### src/hw/rtl/dsps_pkg.sv
// Shared types, codes and phase tables for the dual stepper phase sequencer.
// No dependencies; used by dsps_seq and dual_stepper_phase_sequencer_unit.
package dsps_pkg;

	localparam int STEP_W   = 10;
	localparam int WORD_W   = 16;
	localparam int PERIOD_W = 16;

	localparam logic [PERIOD_W-1:0] PERIOD_AB_RST = 16'd1000;
	localparam logic [PERIOD_W-1:0] PERIOD_CD_RST = 16'd1800;

	localparam logic [WORD_W-1:0] OFF_WORD_AB = 16'h0000;
	localparam logic [WORD_W-1:0] OFF_WORD_CD = 16'h0008;

	typedef enum logic [1:0] {
		FUNC_TICK = 2'd0,
		FUNC_MOVE = 2'd1,
		FUNC_OFF  = 2'd2,
		FUNC_NONE = 2'd3
	} func_t;

	typedef enum logic [1:0] {
		KIND_STEP    = 2'd0,
		KIND_OFF     = 2'd1,
		KIND_REFUSED = 2'd2
	} kind_t;

	typedef enum logic {
		REG_PERIOD_AB = 1'b0,
		REG_PERIOD_CD = 1'b1
	} reg_idx_t;

	typedef struct packed {
		logic [1:0]        func;
		logic              motor;
		logic              direction;
		logic [STEP_W-1:0] step_count;
	} in_t;

	typedef struct packed {
		logic [WORD_W-1:0] spi_word;
		logic [1:0]        kind;
	} out_t;

	// result of one item as it leaves the sequencer core
	typedef struct packed {
		logic valid;
		out_t data;
	} res_t;

	// A/B half-step table, eight phases
	function automatic logic [WORD_W-1:0] ab_word(input logic [2:0] ph);
		logic [WORD_W-1:0] w;
		case (ph)
			3'd0:    w = 16'hF3C0;
			3'd1:    w = 16'hF800;
			3'd2:    w = 16'hF2C0;
			3'd3:    w = 16'h32E0;
			3'd4:    w = 16'hB2C0;
			3'd5:    w = 16'hB8C0;
			3'd6:    w = 16'hB3C0;
			default: w = 16'h03E0;
		endcase
		return w;
	endfunction

	// C/D full-step table, four phases
	function automatic logic [WORD_W-1:0] cd_word(input logic [1:0] ph);
		logic [WORD_W-1:0] w;
		case (ph)
			2'd0:    w = 16'hF808;
			2'd1:    w = 16'h02E8;
			2'd2:    w = 16'hB808;
			default: w = 16'h03E8;
		endcase
		return w;
	endfunction

endpackage

### src/hw/rtl/dsps_seq.sv
// Sequencer core: phase, move and tick-timer state plus the per-beat decode.
// Depends on dsps_pkg. Result is combinational; the top level registers it.
module dsps_seq #(
	parameter int COUNT_WIDTH = 10
) (
	input  logic                           clk,
	input  logic                           arst_n,
	input  logic                           item_valid,
	input  dsps_pkg::in_t                  item,
	input  logic [dsps_pkg::PERIOD_W-1:0]  period_ab,
	input  logic [dsps_pkg::PERIOD_W-1:0]  period_cd,
	output dsps_pkg::res_t                 res
);

	logic [2:0]                    phase_ab_q, phase_ab_d;
	logic [1:0]                    phase_cd_q, phase_cd_d;
	logic                          busy_q, busy_d;
	logic                          motor_q, motor_d;
	logic                          dir_q, dir_d;
	logic [COUNT_WIDTH-1:0]        steps_q, steps_d;
	logic [dsps_pkg::PERIOD_W-1:0] timer_q, timer_d;

	logic [COUNT_WIDTH+dsps_pkg::STEP_W-1:0] count_wide;
	logic [COUNT_WIDTH-1:0]        count;
	logic [COUNT_WIDTH-1:0]        steps_dec;
	logic [COUNT_WIDTH-1:0]        count_dec;
	logic                          adv_motor, adv_dir;
	logic [2:0]                    ab_next;
	logic [1:0]                    cd_next;
	logic [dsps_pkg::WORD_W-1:0]   adv_word;
	logic [dsps_pkg::PERIOD_W-1:0] period_raw, period_sel;

	// step_count is ten bits; the move counter may be narrower or wider
	assign count_wide = {{COUNT_WIDTH{1'b0}}, item.step_count};
	assign count      = count_wide[COUNT_WIDTH-1:0];
	assign steps_dec  = COUNT_WIDTH'(steps_q - 1'b1);
	assign count_dec  = COUNT_WIDTH'(count - 1'b1);

	// ticks advance the running move, a command advances its own motor
	assign adv_motor = busy_q ? motor_q : item.motor;
	assign adv_dir   = busy_q ? dir_q   : item.direction;
	assign ab_next   = adv_dir ? 3'(phase_ab_q + 3'd1) : 3'(phase_ab_q + 3'd7);
	assign cd_next   = adv_dir ? 2'(phase_cd_q + 2'd1) : 2'(phase_cd_q + 2'd3);
	assign adv_word  = adv_motor ? dsps_pkg::cd_word(cd_next) : dsps_pkg::ab_word(ab_next);

	assign period_raw = adv_motor ? period_cd : period_ab;
	assign period_sel = (period_raw == '0) ? dsps_pkg::PERIOD_W'(1) : period_raw;

	always_comb begin
		phase_ab_d = phase_ab_q;
		phase_cd_d = phase_cd_q;
		busy_d     = busy_q;
		motor_d    = motor_q;
		dir_d      = dir_q;
		steps_d    = steps_q;
		timer_d    = timer_q;
		res        = '0;
		if (item_valid) begin
			unique case (dsps_pkg::func_t'(item.func))
				dsps_pkg::FUNC_TICK: begin
					if (busy_q) begin
						if (timer_q > dsps_pkg::PERIOD_W'(1)) begin
							timer_d = timer_q - 1'b1;
						end else begin
							res.valid         = 1'b1;
							res.data.spi_word = adv_word;
							res.data.kind     = dsps_pkg::KIND_STEP;
							if (motor_q) phase_cd_d = cd_next;
							else         phase_ab_d = ab_next;
							steps_d = steps_dec;
							if (steps_dec == '0) begin
								busy_d  = 1'b0;
								timer_d = '0;
							end else begin
								timer_d = period_sel;
							end
						end
					end
				end
				dsps_pkg::FUNC_MOVE, dsps_pkg::FUNC_OFF: begin
					if (busy_q) begin
						res.valid = 1'b1;
						res.data.kind = dsps_pkg::KIND_REFUSED;
					end else if (item.func == dsps_pkg::FUNC_OFF) begin
						res.valid = 1'b1;
						res.data.spi_word = item.motor ? dsps_pkg::OFF_WORD_CD
						                               : dsps_pkg::OFF_WORD_AB;
						res.data.kind = dsps_pkg::KIND_OFF;
					end else if (count != '0) begin
						res.valid         = 1'b1;
						res.data.spi_word = adv_word;
						res.data.kind     = dsps_pkg::KIND_STEP;
						if (item.motor) phase_cd_d = cd_next;
						else            phase_ab_d = ab_next;
						steps_d = count_dec;
						if (count_dec != '0) begin
							busy_d  = 1'b1;
							motor_d = item.motor;
							dir_d   = item.direction;
							timer_d = period_sel;
						end
					end
				end
				default: ;
			endcase
		end
	end

	always_ff @(posedge clk or negedge arst_n) begin
		if (!arst_n) begin
			phase_ab_q <= '0;
			phase_cd_q <= '0;
			busy_q     <= 1'b0;
			motor_q    <= 1'b0;
			dir_q      <= 1'b0;
			steps_q    <= '0;
			timer_q    <= '0;
		end else begin
			phase_ab_q <= phase_ab_d;
			phase_cd_q <= phase_cd_d;
			busy_q     <= busy_d;
			motor_q    <= motor_d;
			dir_q      <= dir_d;
			steps_q    <= steps_d;
			timer_q    <= timer_d;
		end
	end

	a_busy_steps: assert property (@(posedge clk) disable iff (!arst_n)
		busy_q |-> steps_q != '0)
		else $error("busy with no steps left");

	a_busy_timer: assert property (@(posedge clk) disable iff (!arst_n)
		busy_q |-> timer_q != '0)
		else $error("busy with timer at zero");

	a_idle_timer: assert property (@(posedge clk) disable iff (!arst_n)
		!busy_q |-> timer_q == '0)
		else $error("timer running while idle");

	a_refused_zero: assert property (@(posedge clk) disable iff (!arst_n)
		res.valid && res.data.kind == dsps_pkg::KIND_REFUSED |->
			res.data.spi_word == '0 && busy_q)
		else $error("refused beat with nonzero word or while idle");

endmodule

### src/hw/rtl/dual_stepper_phase_sequencer_unit.sv
// Top level: input register, period registers, sequencer core, output register.
// Depends on dsps_pkg and dsps_seq.
//
//  port group    dir   payload  moves
//  in_*          in    in_t     func, motor, direction, step_count
//  out_*         out   out_t    spi_word, kind
//  cfg_*         in    16 bit   period_ab (idx 0), period_cd (idx 1)
//
// One beat per cycle sustained while out_stall is low; a beat accepted on in passes through
// the input register, then the result register, before its result is on out.
// The sequencer state is updated as the beat leaves the input register.
// While the result register is full, out_stall holds it and a full input register.
// Reset clears all control state; periods reset to 1000 and 1800.
module dual_stepper_phase_sequencer_unit #(
	parameter int COUNT_WIDTH = 10
) (
	input  logic                          clk,
	input  logic                          arst_n,
	input  logic                          in_valid,
	output logic                          in_stall,
	input  dsps_pkg::in_t                 in_data,
	output logic                          out_valid,
	input  logic                          out_stall,
	output dsps_pkg::out_t                out_data,
	input  logic                          cfg_we,
	input  logic                          cfg_idx,
	input  logic [dsps_pkg::PERIOD_W-1:0] cfg_data
);

	logic                          valid_s1;
	dsps_pkg::in_t                 item_s1;
	logic                          go;
	logic [dsps_pkg::PERIOD_W-1:0] period_ab_q, period_cd_q;
	dsps_pkg::res_t                res;
	logic                          out_valid_q;
	dsps_pkg::out_t                out_data_q;

	// core advances whenever the result register can take a new beat
	assign go       = !out_valid_q || !out_stall;
	assign in_stall = valid_s1 && !go;

	always_ff @(posedge clk or negedge arst_n) begin
		if (!arst_n) begin
			valid_s1 <= 1'b0;
		end else if (!in_stall) begin
			valid_s1 <= in_valid;
		end
	end

	always_ff @(posedge clk) begin
		if (in_valid && !in_stall) begin
			item_s1 <= in_data;
		end
	end

	always_ff @(posedge clk or negedge arst_n) begin
		if (!arst_n) begin
			period_ab_q <= dsps_pkg::PERIOD_AB_RST;
			period_cd_q <= dsps_pkg::PERIOD_CD_RST;
		end else if (cfg_we) begin
			unique case (dsps_pkg::reg_idx_t'(cfg_idx))
				dsps_pkg::REG_PERIOD_AB: period_ab_q <= cfg_data;
				dsps_pkg::REG_PERIOD_CD: period_cd_q <= cfg_data;
				default: ;
			endcase
		end
	end

	dsps_seq #(
		.COUNT_WIDTH(COUNT_WIDTH)
	) u_seq (
		.clk       (clk),
		.arst_n    (arst_n),
		.item_valid(valid_s1 && go),
		.item      (item_s1),
		.period_ab (period_ab_q),
		.period_cd (period_cd_q),
		.res       (res)
	);

	always_ff @(posedge clk or negedge arst_n) begin
		if (!arst_n) begin
			out_valid_q <= 1'b0;
		end else if (go) begin
			out_valid_q <= valid_s1 && res.valid;
		end
	end

	always_ff @(posedge clk) begin
		if (go && valid_s1 && res.valid) begin
			out_data_q <= res.data;
		end
	end

	assign out_valid = out_valid_q;
	assign out_data  = out_data_q;

	a_hold_full: assert property (@(posedge clk) disable iff (!arst_n)
		valid_s1 && in_stall |=> valid_s1 && $stable(item_s1))
		else $error("input register lost a stalled beat");

	a_off_word: assert property (@(posedge clk) disable iff (!arst_n)
		out_valid && out_data.kind == dsps_pkg::KIND_OFF |->
			out_data.spi_word == dsps_pkg::OFF_WORD_AB ||
			out_data.spi_word == dsps_pkg::OFF_WORD_CD)
		else $error("off beat carries a step word");

	a_kind_code: assert property (@(posedge clk) disable iff (!arst_n)
		out_valid |-> out_data.kind != 2'd3)
		else $error("result kind out of range");

endmodule
### config.mk
export PLATFORM = sky130hd
export DESIGN_NAME = dual_stepper_phase_sequencer_unit
export DESIGN_NICKNAME = d
export VERILOG_FILES = /design/src/hw/rtl/dsps_pkg.sv /design/src/hw/rtl/dsps_seq.sv /design/src/hw/rtl/dual_stepper_phase_sequencer_unit.sv
export SDC_FILE = /design/constraint.sdc
export NUM_CORES = 1
export LEC_CHECK = 0
export BUFFER_PORTS_ARGS = -buffer_cell sky130_fd_sc_hd__buf_2
export CORE_MARGIN = 2
export CORE_UTILIZATION = 30
export DETAILED_ROUTE_END_ITERATION = 6
export GPL_ROUTABILITY_DRIVEN = 0
export PLACE_DENSITY = 0.43
export SLEW_MARGIN = 20
export SYNTH_ARGS = -nofsm -noshare
export SYNTH_HDL_FRONTEND = slang
export SYNTH_SLANG_ARGS = --single-unit
### constraint.sdc
create_clock -name clk -period 4.85 [get_ports clk]
set_input_delay 0.485 -clock clk [delete_from_list [all_inputs] [get_ports clk]]
set_output_delay 0.485 -clock clk [all_outputs]
set_load 0.005 [all_outputs]
# After elaboration in Yosys (flattened, before gate mapping)
# Index checks and enable logic that the tools add are counted.
# Widths: inputs -> output; s select.
[totals]
ff_bits = 100
wordCells = 132
input_bits = 36
output_inout_bits = 20
[classes]
n_reduce_logical = 27
n_eq_ne = 20
add_sub_neg = 7
bitwise_logic = 3
muxes = 57
magnitude_cmp = 1
[ops]
columns = ["operator", "count"]
rows = [
  ["$mux 16", 11],
  ["$pmux 16 s7", 1],
  ["$mux 19", 5],
  ["$mux 10", 5],
  ["$pmux 16 s3", 1],
  ["$pmux 19 s2", 1],
  ["$pmux 16 s2", 1],
  ["$mux 3", 8],
  ["$pmux 10 s2", 1],
  ["$reduce_bool 10->1", 2],
  ["$sub 10x1->10 const B", 2],
  ["$mux 2", 9],
  ["$reduce_and 9->1", 2],
  ["$gt 16x1->1 const B", 1],
  ["$logic_not 16->1", 1],
  ["$sub 16x1->16 const B", 1],
  ["$reduce_and 7->1", 2],
  ["$ne 2x2->1 const B", 6],
  ["$logic_not 10->1", 1],
  ["$mux 1", 10],
  ["$eq 3x3->1 const B", 3],
  ["$ne 2x1->1 const B", 4],
  ["$eq 3x2->1 const B", 2],
  ["$pmux 3 s2", 1],
  ["other kinds (20)", 34],
]

# Longest topological paths before layout
# Gate-level depths: netlist of run 1.
[logic_depth]
word_depth = 11
ltp_mapped = 12
ltp_nobuf = 8

# Hierarchy
# From an unflattened synthesis of run 1, not the netlist that was laid out.
[unflattened]
hier_cells = 513
hier_area_um2 = 5440.2
[by_module_without_submodules]
columns = ["mod", "seq_area_each_um2", "instances", "cells_each", "area_per_inst_um2"]
rows = [
  ["dsps_seq", 850.8, 1, 401, 3120.5],
  ["dual_stepper_phase_sequencer_unit", 1824.2, 1, 112, 2319.7],
]

# Worst setup path after synthesis of run 1
# No wires, ideal clock.
[synth_timing]
path_kind = "flip-flop to flip-flop"
start = "register u_seq.timer_q[12] (netlist name)"
end = "register out_data_q (netlist bit out_data[0]), enable pin"
stages_incl_launch_ff = 6
path_slack_ns = 2.207
required_ns = 4.472
period_less_slack_ns = 2.643
setup_time_ns = 0.378
arrival_ns = 2.265
path_buffers = 0
path_cell_list = "dfrtp_1 > or4_1 > or4_4 > nor3_1 > a21oi_1 > nor2_1"
[synth_between]
elab_chain_len = 6
[synth_rtl]
columns = ["item", "line_no", "rtl"]
rows = [
  ["start, declared", "dsps_seq.sv:21", "logic [dsps_pkg::PERIOD_W-1:0] timer_q, timer_d;"],
  ["start signal, assigned", "dsps_seq.sv:125", "timer_q <= timer_d;"],
  ["$gt 16x1->1", "dsps_seq.sv:62", "if (timer_q > dsps_pkg::PERIOD_W'(1)) begin"],
  ["$mux 19", "dsps_seq.sv:62", ""],
  ["$mux 19", "dsps_seq.sv:61", "if (busy_q) begin"],
  ["$pmux 19 s2", "dsps_seq.sv:59", "unique case (dsps_pkg::func_t'(item.func))"],
  ["$mux 19", "dsps_seq.sv:58", "if (item_valid) begin"],
  ["$logic_and 1x1->1", "dual_stepper_phase_sequencer_unit.sv:90", "if (go && valid_s1 && res.valid) begin"],
  ["end signal, assigned", "dual_stepper_phase_sequencer_unit.sv:91", "out_data_q <= res.data;"],
  ["end, declared", "dual_stepper_phase_sequencer_unit.sv:36", "dsps_pkg::out_t out_data_q;"],
]
# Every way passes these cells.
# A chain may end at the register's enable or synchronous reset.

# Worst setup path after layout of run 1
[layout_timing]
start = "register u_seq.timer_q[12] (netlist name)"
end = "register out_data_q (netlist bit out_data[7]), enable pin"
# The elaborated chain is that of the path after synthesis.

==> results of run 1 <==
routing by layer:
layer	global-route usage (%)	share of wire, %	routed length (µm)
met1	19.7	47	6320
met5	0	0	0
met4	5.90	1.3	180
met2	26.5	49	6660
met3	2.24	2.7	372
cell type report:
class / instances / area (µm²)
clock buffer: 10 / 229
fill: 1799 / 11300
tap: 225 / 282
multi-input combinational: 374 / 2660
clock inverter: 6 / 71.3
inverter: 17 / 63.8
timing repair buffer: 57 / 303
sequential: 93 / 2460
worst max-delay path by stage:
stage                                       start                          to  cells after the start
finish              u_seq.timer_q[12]$_DFFE_PN0P_   out_data[7]$_SDFFCE_PN0P_                      5
detailed placement  u_seq.timer_q[12]$_DFFE_PN0P_  out_data[10]$_SDFFCE_PN0P_                      5
global placement    u_seq.timer_q[12]$_DFFE_PN0P_  out_data[16]$_SDFFCE_PN0P_                      5
floorplan           u_seq.timer_q[12]$_DFFE_PN0P_   out_data[0]$_SDFFCE_PN0P_                      5
CTS                 u_seq.timer_q[12]$_DFFE_PN0P_   out_data[7]$_SDFFCE_PN0P_                      5
global route        u_seq.timer_q[12]$_DFFE_PN0P_   out_data[7]$_SDFFCE_PN0P_                      5
synth_stat cells, drive strengths merged, types with 4 or more instances:
| master | n | area (µm²) |
|---|---|---|
| edfxtp | 25 | 751 |
| clkbuf | 24 | 90.1 |
| dfstp | 10 | 263 |
| nor2 | 29 | 109 |
| a21oi | 8 | 40.0 |
| nor2b | 4 | 25.0 |
| nand3 | 17 | 85.1 |
| a22o | 10 | 87.6 |
| a32o | 5 | 50.1 |
| xor2 | 5 | 43.8 |
| o22ai | 5 | 31.3 |
| xnor2 | 8 | 70.1 |
| or4 | 6 | 48.8 |
| nor4 | 15 | 109 |
| a221oi | 5 | 43.8 |
| ha | 21 | 263 |
| o2111ai | 7 | 61.3 |
| buf | 14 | 105 |
| and2 | 4 | 25.0 |
| nor3b | 6 | 45.0 |
| dfrtp | 58 | 1450 |
| nand2 | 45 | 169 |
| a31oi | 6 | 37.5 |
| nor3 | 21 | 110 |
| mux2 | 36 | 405 |
| mux2i | 13 | 130 |
| o41ai | 5 | 43.8 |
| inv | 17 | 63.8 |
| o21ai | 24 | 120 |
| o21a | 4 | 30.0 |
| nand4 | 15 | 93.8 |
| or3 | 6 | 37.5 |
state kept, by name, summed over array words and instances, names as in the netlist:
signal and flops:
u_seq.phase_ab_q 3, out_data 11, u_seq.timer_q 16, out_valid 1
valid_s1 1, u_seq.busy_q 1, item_s1 14, u_seq.steps_q 10
period_cd_q 16, period_ab_q 16, u_seq.phase_cd_q 2, u_seq.dir_q 1
u_seq.motor_q 1
power by group through the flow:
| stage | Combinational (mW) | Clock [mW] | Sequential (mW) |
|---|---|---|---|
| finish | 0.916 | 0.731 | 1.16 |
| global route | 1.04 | 0.789 | 1.19 |
| CTS | 0.926 | 0.754 | 1.16 |
| detailed placement | 0.922 | 0 | 1.17 |
| global placement | 0.911 | 0 | 1.17 |
| floorplan | 0.728 | 0 | 1.10 |
worst register-to-register path: stages (launching register included):
cell and delay, ps:
sky130_fd_sc_hd__dfrtp_1 450, sky130_fd_sc_hd__or4_1 540, sky130_fd_sc_hd__or4_4 570, sky130_fd_sc_hd__nor3_1 300
sky130_fd_sc_hd__a21oi_1 110, sky130_fd_sc_hd__nor2_1 700
through the flow:
| stage | setup slack (ps) | utilization [%] |
|---|---|---|
| after floorplan | 2210 | - |
| after global placement | 1900 | 33.2 |
| after detailed placement | 1830 | 33.2 |
| after CTS | 1810 | 34.9 |
| after global routing | 1620 | 34.9 |
| final | 1810 | 34.9 |
logic make-up after synthesis:
family / count (synthesis) / synth area share, %
AO/OA/AOI/OAI: 101 / 13.7
XOR/XNOR: 13 / 2.12
adder cells (fa/ha/maj): 22 / 5.26
buffers and inverters: 55 / 4.82
flip-flops: 93 / 45.9
multiplexers: 49 / 9.97
other: 1 / 0.0698
AND/OR/NAND/NOR: 184 / 18.2
==> metrics list, run 1 <==
- The count of nets left with antenna violations once routing finished came out at 0.
- 56 I/O pins were placed.
- Derived from the worst setup path, the maximum achievable clock frequency is 329 MHz.
* Std-Cell Rows: 48
- The netlist uses 63 different library cells.
* Crit-path slowest cell: sky130_fd_sc_hd__nor2_1
* Number of max-slew violations in the final report: 0
* Hold path start: in_data[9]
- Final standard cell area without fillers: 6080 µm²
- In this run, CTS created clock tree buffers numbering 9.
* NumNets Final: 610
- Clock slew seen by the registers of the worst setup and hold paths: 70 ps
- The path with the worst hold slack has its endpoint at item_s1[9]$_DFFE_PP_.
* Final hold viol count: 0
- Clock Sink Count: 93
- Die boundary width: 138 µm
- For this run, the register share of the synthesized area comes to 45.9%.
- After detailed placement, the total cell area comes to 5780 µm².
* Iteration count of the initial detailed-routing pass: 4
* Crit-path max cell delay: 700 ps
- The worst register-to-register path ends at out_data[7]$_SDFFCE_PN0P_.
* Core outline area: 17,400 µm²
- After detailed routing, the number of vias per cell comes to 5.29.
- Synthesized flop and latch total: 93
- Power spent charging and discharging nets: 1.04 mW
- After synthesis the cells add up to 5370 µm².
* Data required time at the worst endpoint: 4820 ps
- For the worst flop-to-flop path, the logic depth is 5.
* Synthesis-to-finish area growth: 13.1%
- Measured along the y axis, the die boundary spans 138 µm.
* PnR Total Power: 2.81 mW
- Depth of the worst hold-timing path: 1
- Clock root buffer: sky130_fd_sc_hd__clkbuf_16
- The first global-routing pass estimated 22.5 mm of wire.
- Ratio of final minimum period to clock period: 62.7%
- Excluding fillers, the count of instances in the completed layout stands at 782.
* Clock tree skew after final layout: 15.7 ps
* Portion of total power attributed to combinational logic: 32.6%
* Critical Path End Type: register
- Global routing used 15.5% of the available tracks across all layers.
- Leakage: 2.44 nW
- Per report_power, the clock group accounts for 26.0% of the total.
* Placed wire-length estimate: 9.62 mm
* Number of enable-type register cells in the synthesized netlist: 25
* Run status: finished clean
* WL final: 13.5 mm
- Buffering stage count on the worst path with inverters included: 0
- CTS tree: done
- Setup repair after global routing left no endpoint under its margin.
* Antenna diode instance count: 0
* Final critical-path required period: 3040 ps
- Yosys printed 0 warnings.
* Post-CTS resize count: 0
- Initial standard-cell utilization of the core: 30.8%
- Setup Crit Path Kind: register to register
- Reg power frac: 41.3%
* Cell count after synthesis: 518
* Class of the most critical hold timing path: primary input to register
- Once placement completed, the tool counted placed cells totaling 766.
- Power density over cell area: 462 nW/µm²
- Cells along the critical path: or4_1 -> or4_4 -> nor3_1 -> a21oi_1 -> nor2_1
- In this run the tightest slew margin relative to its limit is 38.0%.
- Number of I/O port buffers: 50
- Final hold analysis gives a worst-case slack of 313 ps.
- Cell family with the largest share of critical-path delay: simple AND/OR/NAND/NOR gates
- R2R Setup Slk: 1810 ps
- 1st-iter DRT viols: 180
- Cells with a size suffix above 1 make up 22.8% of the layout.
* Origin of the critical flop-to-flop path: u_seq.timer_q[12]$_DFFE_PN0P_
- Clock latency on the worst-skew pair, taken at its later pin, is 350 ps.
- Setup total negative slack: 0 ps
* Mean instance size in the synthesized netlist: 10.4 µm²
* Via count of the first global-routing pass: 4,257
* # DRC: 0
- Along the worst path, the maximum fanout reaches 11.
- Setup violations remaining at the end of the flow were counted as 0.
- Area of the die: 19,000 µm²
- The total overflow left after global routing is 0.
* Maximum number of pins on one net before global-route repair: 69
- Number of setup buffers added after CTS: 0
* Antenna violations before repair: 0
* Setup crit start kind: register
- Buffer depth of the longest clock path: 2
* Routed wire per std cell: 17.3 µm
- VDD sags by at most 0.197 mV.
- H-Tree Level Count: 3
* Internal power: 1.77 mW
- For this design, the CTS-stage hold fixing added 0 buffers.
* Async set or reset register ratio after synthesis: 73.1%
* Commonest cells after routing, fill and taps aside: sky130_fd_sc_hd__dfrtp_1 (58), sky130_fd_sc_hd__buf_2 (50), sky130_fd_sc_hd__nand2_1 (45)
- Top flip-flop cell by instance count after synthesis: sky130_fd_sc_hd__dfrtp_1
- Max-cap violations in this run came to 0.
- Worst-margin pin slew: 930 ps
- Of the total power, the share spent switching nets is 37.0%.
- Data arrives at the worst endpoint at 3010 ps.
- Total number of vias: 4,139
- Most common library cell in the layout ignoring fill and taps: sky130_fd_sc_hd__dfrtp_1
No activity file was read; power rests on OpenSTA's default activity.
==> run 2, diff against run 1 <==
--- a/config.mk
+++ b/config.mk
@@ -10,7 +10,7 @@
 export CORE_UTILIZATION = 30
 export DETAILED_ROUTE_END_ITERATION = 6
 export GPL_ROUTABILITY_DRIVEN = 0
-export PLACE_DENSITY = 0.43
+export PLACE_DENSITY = 0.45
 export SLEW_MARGIN = 20
 export SYNTH_ARGS = -nofsm -noshare
 export SYNTH_HDL_FRONTEND = slang
==> constraint.sdc (replaced) <==
create_clock -name clk -period 2.6 [get_ports clk]
set_input_delay 0.26 -clock clk [delete_from_list [all_inputs] [get_ports clk]]
set_output_delay 0.26 -clock clk [all_outputs]
set_load 0.005 [all_outputs]
==> run 2 against run 1 <==
Compared with the run above: the flow now finishes with violations (negative hold slack); utilization grew 2.0 points; global-route usage grew 0.23 points; die area unchanged; maximum frequency is 20% higher; final area up 5.7%; routed wire length is 4.1% higher; sequential share of layout area decreased by 2.2 points; via count grew 2.4%; critical endpoint is now u_seq.timer_q[0]$_DFFE_PN0P_.
==> metrics list, run 2 (synthesis results as in run 1) <==
- The run finished, with violations left.
* Violations in the final reports: negative hold slack
* Placed wire-length estimate: 10.2 mm
- Once the floorplan was initialized, standard cells occupied 30.8% of the core.
- For this block, the via count after detailed routing is 4,240.
- Antenna violations before repair: 0
* Iteration count of the initial detailed-routing pass: 5
* Worst-margin pin slew: 791 ps
- For this design the total switching power over the nets is 1.97 mW.
- For this run, the post-layout net count is 645.
- Portion of total power attributed to combinational logic: 36.2%
* Buffer depth of the longest clock path: 2
* Internal power: 3.49 mW
* Remaining global-route overflow: 0
- Std-Cell Rows: 48
* Maximum number of pins on one net before global-route repair: 36
- 0 antenna diodes ended up in the layout.
- Final hold viol count: 13
- Setup Crit Path Kind: register to register
- Core outline area: 17,400 µm²
- After clock tree synthesis, the clock-pin slew on the worst setup and hold paths is 60 ps.
* Final setup violating endpoints: 0
* Portion of total power attributed to the clock network: 25.2%
- The critical path starts at u_seq.timer_q[15]$_DFFE_PN0P_.
- STA puts the critical path data required time at 2840 ps.
* Wire length of the first global-routing pass: 22.7 mm
- Final critical-path required period: 2530 ps
- After detailed routing, the number of vias per cell comes to 5.19.
- Across all hold checks on the routed design, the worst slack comes to -14.7 ps.
- Global routing used 15.7% of the available tracks across all layers.
* Cell count after placement: 798
- In this run the number of H-tree levels came out at 3.
- Max capacitance violation total: 0
- Setup crit start kind: register
* Area of the die: 19,000 µm²
- The clock arrives with 5.07 ps of skew.
- Power spread over the standard cell area amounts to 850 nW/µm².
- Dividing the final minimum period by the clock period gives 97.2%.
- The number of cells on the worst reg-to-reg path is 7.
- Clock tree synthesis inserted a total of 9 buffers.
- Summed over all layers, the routed wires come to 14.1 mm.
* Setup total negative slack: 0 ps
- During placement, the flow inserted port buffers numbering 50.
- Boundary Pins: 56
- Number of routed nets with antenna violations: 0
* Most common library cell in the layout ignoring fill and taps: sky130_fd_sc_hd__dfrtp_1
* Clock Sink Count: 93
- R2R Setup Slk: 70 ps
- Of all nets on the critical path, the largest fanout is 5.
* Largest registers: period_ab_q: 16 flops, period_cd_q: 16 flops, u_seq.timer_q: 16 flops
* Origin of the critical flop-to-flop path: u_seq.timer_q[15]$_DFFE_PN0P_
* Insertion delay of the later-clocked pin in the worst-skew pair: 350 ps
- Max Freq: 396 MHz
- Compared with the post-synthesis result, the final layout area differs by 19.6%.
- # DRC: 0
- Clock root buffer: sky130_fd_sc_hd__clkbuf_16
- Destination of the critical timing path: u_seq.timer_q[0]$_DFFE_PN0P_
- Post-route non-filler standard cell count: 817
* Commonest cells after routing, fill and taps aside: sky130_fd_sc_hd__dfrtp_1 (58), sky130_fd_sc_hd__buf_2 (50), sky130_fd_sc_hd__nand2_1 (45)
* 1st-iter DRT viols: 281
- The worst register-to-register path ends at u_seq.timer_q[0]$_DFFE_PN0P_.
* CTS tree: done
- Reg power frac: 38.6%
* Routed wire per std cell: 17.3 µm
- Data arrives at the worst endpoint at 2760 ps.
- Highest ir drop seen on vdd: 0.428 mV
* Class of the most critical hold timing path: primary input to async pin
- Of the total power, the share spent switching nets is 36.1%.
- The worst setup path is captured at a register.
- Headroom to the max-slew limit: 47.3%
* Number of max-slew violations in the final report: 0
- Of the cells placed in the final design, the portion with a size suffix greater than 1 is 28.4%.
- In this run the vertical extent of the chip is 138 µm.
- Via count of the first global-routing pass: 4,243
- Leakage: 2.64 nW
* Die boundary width: 138 µm
-- run 2: changes by cell type in the layout (fill, tap and decap cells not counted), sizes merged --
cell      delta
bufinv       -1
and4         +1
clkinvlp     +1
clkinv       -2
buf         +34
clkbuf       +2
-- run 2: how the worst min path moves through the flow --
stage,start,endpoint,slack [ps]
floorplan,arst_n,out_valid$_DFFE_PN0N_,-40
global placement,arst_n,period_cd_q[13]$_DFFE_PN0P_,380
finish,arst_n,period_cd_q[12]$_DFFE_PN0P_,-10
CTS,arst_n,period_cd_q[12]$_DFFE_PN0P_,20
detailed placement,arst_n,period_cd_q[12]$_DFFE_PN0P_,390
global route,arst_n,period_cd_q[12]$_DFFE_PN0P_,50
-- run 2: metrics by stage --
stage | setup WS [ps] | utilization [%] | power (mW) | area [µm²]
2_1_floorplan | 12.3 | - | 3.41 | 5390
3_3_place_gp | 102 | 34.8 | 4.06 | 6070
3_5_place_dp | 74.6 | 34.8 | 4.10 | 6070
4_1_cts | 62.9 | 36.6 | 5.50 | 6380
5_1_grt | -6.96 | 36.9 | 5.85 | 6430
6_report | 73.3 | 36.9 | 5.46 | 6430
-- run 2: cell type report --
class | count | area [µm²]
Timing Repair Buffer | 91 | 608
Sequential cell | 93 | 2460
Clock buffer | 12 | 278
Multi-Input combinational cell | 375 | 2700
Tap cell | 225 | 282
Inverter | 17 | 63.8
Clock inverter | 4 | 33.8
Fill cell | 1772 | 11000
-- run 2: critical path, stage by stage (launching register included) --
cell and delay (ps):
sky130_fd_sc_hd__dfrtp_1 380, sky130_fd_sc_hd__or4_4 540, sky130_fd_sc_hd__or4_4 480, sky130_fd_sc_hd__nor3_4 130, sky130_fd_sc_hd__nand4_1 240, sky130_fd_sc_hd__buf_4 240
sky130_fd_sc_hd__and4_1 180, sky130_fd_sc_hd__a211o_1 230
-- run 2: layer usage --
metal / wire, µm / share of wire [%] / track usage [%]
met1: 6560 / 47 / 20.7
met2: 6870 / 49 / 26.2
met3: 461 / 3.3 / 2.24
met4: 203 / 1.4 / 5.67
met5: 0 / 0 / 0
-- run 2: power groups by stage --
stage | registers [mW] | logic [mW] | clock network [mW]
6_report | 2.11 | 1.98 | 1.38
5_1_grt | 2.16 | 2.23 | 1.47
2_1_floorplan | 2.05 | 1.36 | 0
3_3_place_gp | 2.12 | 1.94 | 0
4_1_cts | 2.10 | 1.98 | 1.41
3_5_place_dp | 2.13 | 1.97 | 0
-- run 2: repair_timing --
action | in CTS | in global routing
setup endpoints to repair | 0 | 13
buffers inserted | 0 | 2
gates resized for setup | 0 | 5
hold buffers | 0 | 0
==> run 3, diff against run 2 <==
--- a/config.mk
+++ b/config.mk
@@ -5,12 +5,12 @@
 export SDC_FILE = /design/constraint.sdc
 export NUM_CORES = 1
 export LEC_CHECK = 0
-export BUFFER_PORTS_ARGS = -buffer_cell sky130_fd_sc_hd__buf_2
 export CORE_MARGIN = 2
 export CORE_UTILIZATION = 30
 export DETAILED_ROUTE_END_ITERATION = 6
+export DONT_BUFFER_PORTS = 1
 export GPL_ROUTABILITY_DRIVEN = 0
-export PLACE_DENSITY = 0.45
+export PLACE_DENSITY = 0.46
 export SLEW_MARGIN = 20
 export SYNTH_ARGS = -nofsm -noshare
 export SYNTH_HDL_FRONTEND = slang
==> run 3 against run 2 <==
Compared with the run above: non-clock buffer count decreased by 43; largest cell class unchanged; via count decreased by 2.3%; hold slack improved by 48 ps; power decreased by 0.60%; count of clock-buffer cells in the layout unchanged; critical path depth unchanged; die area unchanged; final cell count decreased by 5.4%; critical endpoint is now u_seq.steps_q[4]$_DFFE_PN0P_; critical path type unchanged; the flow now finishes without violations; register-to-register slack improved by 40 ps.
==> metrics list, run 3 (synthesis results as in run 1) <==
* Initial standard-cell utilization of the core: 30.8%
- Data required time at the worst endpoint: 2840 ps
- The initial antenna violation count is 0.
* Total number of vias: 4,141
- Clock tree skew after final layout: 8.88 ps
* Die height: 138 µm
- Commonest cells after routing, fill and taps aside: sky130_fd_sc_hd__dfrtp_1 (58), sky130_fd_sc_hd__nand2_1 (45), sky130_fd_sc_hd__mux2_2 (36)
- Number of max-slew violations in the final report: 0
- Worst-margin pin slew: 775 ps
- In the final layout, the registers with the most flip-flops are period_ab_q: 16 flops, period_cd_q: 16 flops, u_seq.timer_q: 16 flops.
- Compared with the post-synthesis result, the final layout area differs by 17.4%.
* Via count of the first global-routing pass: 4,067
- The final number of hold-violating endpoints came to 0.
- At the end of the flow, the number of nets in the layout was 601.
* Antenna diode instance count: 0
* Ratio of final minimum period to clock period: 95.7%
- The clock passes through at most 2 buffers.
- Including well taps, the total number of placed cells is 740.
- The floorplan has 48 rows.
- Number of routed nets with antenna violations: 0
* Iteration count of the initial detailed-routing pass: 5
* # DRC: 0
- Final setup violating endpoints: 0
- Area of the die: 19,000 µm²
- Across the run, the number of max-cap violations was 0.
* Power density over cell area: 861 nW/µm²
- Maximum number of pins on one net before global-route repair: 69
* PnR Total Power: 5.43 mW
* WL final: 13.6 mm
- For the worst setup path, the data arrival time is 2720 ps.
* Placed wire-length estimate: 9.60 mm
* Core outline area: 17,400 µm²
* Share of layout cells above drive strength 1: 20.8%
- The layout has 1,785 filler cells.
- Largest fanout on the critical path: 5
* CTS tree: done
- Insertion delay of the later-clocked pin in the worst-skew pair: 350 ps
- The worst setup path is captured at a register.
- The clock tree synthesis step divided the H-tree into 3 levels.
- Setup Crit Path Kind: register to register
- Total routing resource utilization after global routing: 15.4%
- Most common library cell in the layout ignoring fill and taps: sky130_fd_sc_hd__dfrtp_1
* Wire length of the first global-routing pass: 22.4 mm
* Clock Sink Count: 93
* Routed wire per std cell: 17.7 µm
* Number of buffers created by CTS: 9
- Clock-pin slew was measured on the worst setup and hold paths at 70 ps.
- The die is 138 µm wide.
- Max Freq: 402 MHz
- For this run, the number of standard cells in the final layout without fillers is 773.
- Detailed-route vias per instance: 5.36
* Remaining global-route overflow: 0
* Final core occ: 36.2%
- In this run the clock root is driven by a sky130_fd_sc_hd__clkbuf_16.
- In this run the tightest slew margin relative to its limit is 47.8%.
- For this design the static power due to leakage is 2.48 nW.
- Placed cell areas: 5760 µm²
- Final critical-path required period: 2490 ps
- In this run the count of I/O pins placed on the die edge is 56.
- Class of the most critical hold timing path: primary input to register
- STA classifies the critical path startpoint as a register.
- The first routing iteration left 272 violations.
- IR analysis of the VDD net gives a maximum drop of 0.381 mV.
- Final standard cell area without fillers: 6310 µm²
- Number of I/O port buffers: 0
* Run status: finished clean
run 3: cell count changes in the layout (fill, tap and decap cells not counted), moves of 4 or more:
cell and delta:
sky130_fd_sc_hd__buf_2 -50, sky130_fd_sc_hd__a221oi_2 +4, sky130_fd_sc_hd__dlygate4sd3_1 +15, sky130_fd_sc_hd__a221oi_1 -4, sky130_fd_sc_hd__buf_4 -9
run 3: metal layers:
layer	up-vias	GRT usage, %	wire (µm)	share of wire [%]
li1	1975	-	-	-
met1	2049	21.0	6430	47
met2	96	23.7	6310	46
met3	21	3.16	616	4.5
met4	0	6.75	291	2.1
met5	-	0	0	0
run 3: power by group:
group / internal, mW / leakage [nW] / switching [mW]
Sequential: 1.82 / 1.05 / 0.301
Clock: 0.769 / 0.151 / 0.599
Combinational: 0.869 / 1.27 / 1.07
Total: 3.46 / 2.48 / 1.97
run 3: through the flow:
stage               setup TNS (ps)  worst slack (ps)  hold WS, ps
floorplan                        0              12.3        -35.6
finish                           0               112         32.8
detailed placement               0              62.6        -29.9
CTS                              0              57.3         18.8
global route                 -10.3             -10.3         14.9
global placement                 0               113        -30.4
run 3: area by class of cell:
| cell class | count | area [µm²] | share of cell area (%) |
|---|---|---|---|
| Multi-Input combinational cell | 374 | 2720 | 43.1 |
| Sequential cell | 93 | 2460 | 39.1 |
| Timing Repair Buffer | 48 | 468 | 7.42 |
| Tap cell | 225 | 282 | 4.46 |
| Clock buffer | 12 | 278 | 4.40 |
| Inverter | 17 | 63.8 | 1.01 |
| Clock inverter | 4 | 33.8 | 0.536 |
run 3: path summary, 6_finish.rpt:
kind | to | from | slack, ps | depth (start not counted)
setup / recovery | u_seq.steps_q[4]$_DFFE_PN0P_ | u_seq.timer_q[15]$_DFFE_PN0P_ | 110 | 7
hold / removal | valid_s1$_DFFE_PN0N_ | in_valid | 30 | 1
min in group asynchronous | u_seq.timer_q[8]$_DFFE_PN0P_ | arst_n | 510 | 2
hold reg to reg | u_seq.timer_q[15]$_DFFE_PN0P_ | u_seq.timer_q[15]$_DFFE_PN0P_ | 500 | 1
max in group asynchronous | period_ab_q[6]$_DFFE_PN1P_ | arst_n | 1780 | 2
setup reg to reg | u_seq.steps_q[4]$_DFFE_PN0P_ | u_seq.timer_q[15]$_DFFE_PN0P_ | 110 | 7
run 3: timing repair:
action / 4_1_cts / 5_1_grt
buffers inserted: 0 / 1
gates resized for setup: 0 / 10
hold buffers: 16 / 0
setup endpoints to repair: 0 / 29
endpoints found under the hold margin: 82 / 0
run 3: worst max-delay path, cell delays in order (launching register included):
cell and delay, ps:
sky130_fd_sc_hd__dfrtp_1 380, sky130_fd_sc_hd__or4_4 540, sky130_fd_sc_hd__or4_4 480, sky130_fd_sc_hd__nor4_4 340, sky130_fd_sc_hd__buf_4 180, sky130_fd_sc_hd__o2111ai_1 100, sky130_fd_sc_hd__o21a_1 130, sky130_fd_sc_hd__o221a_2 230
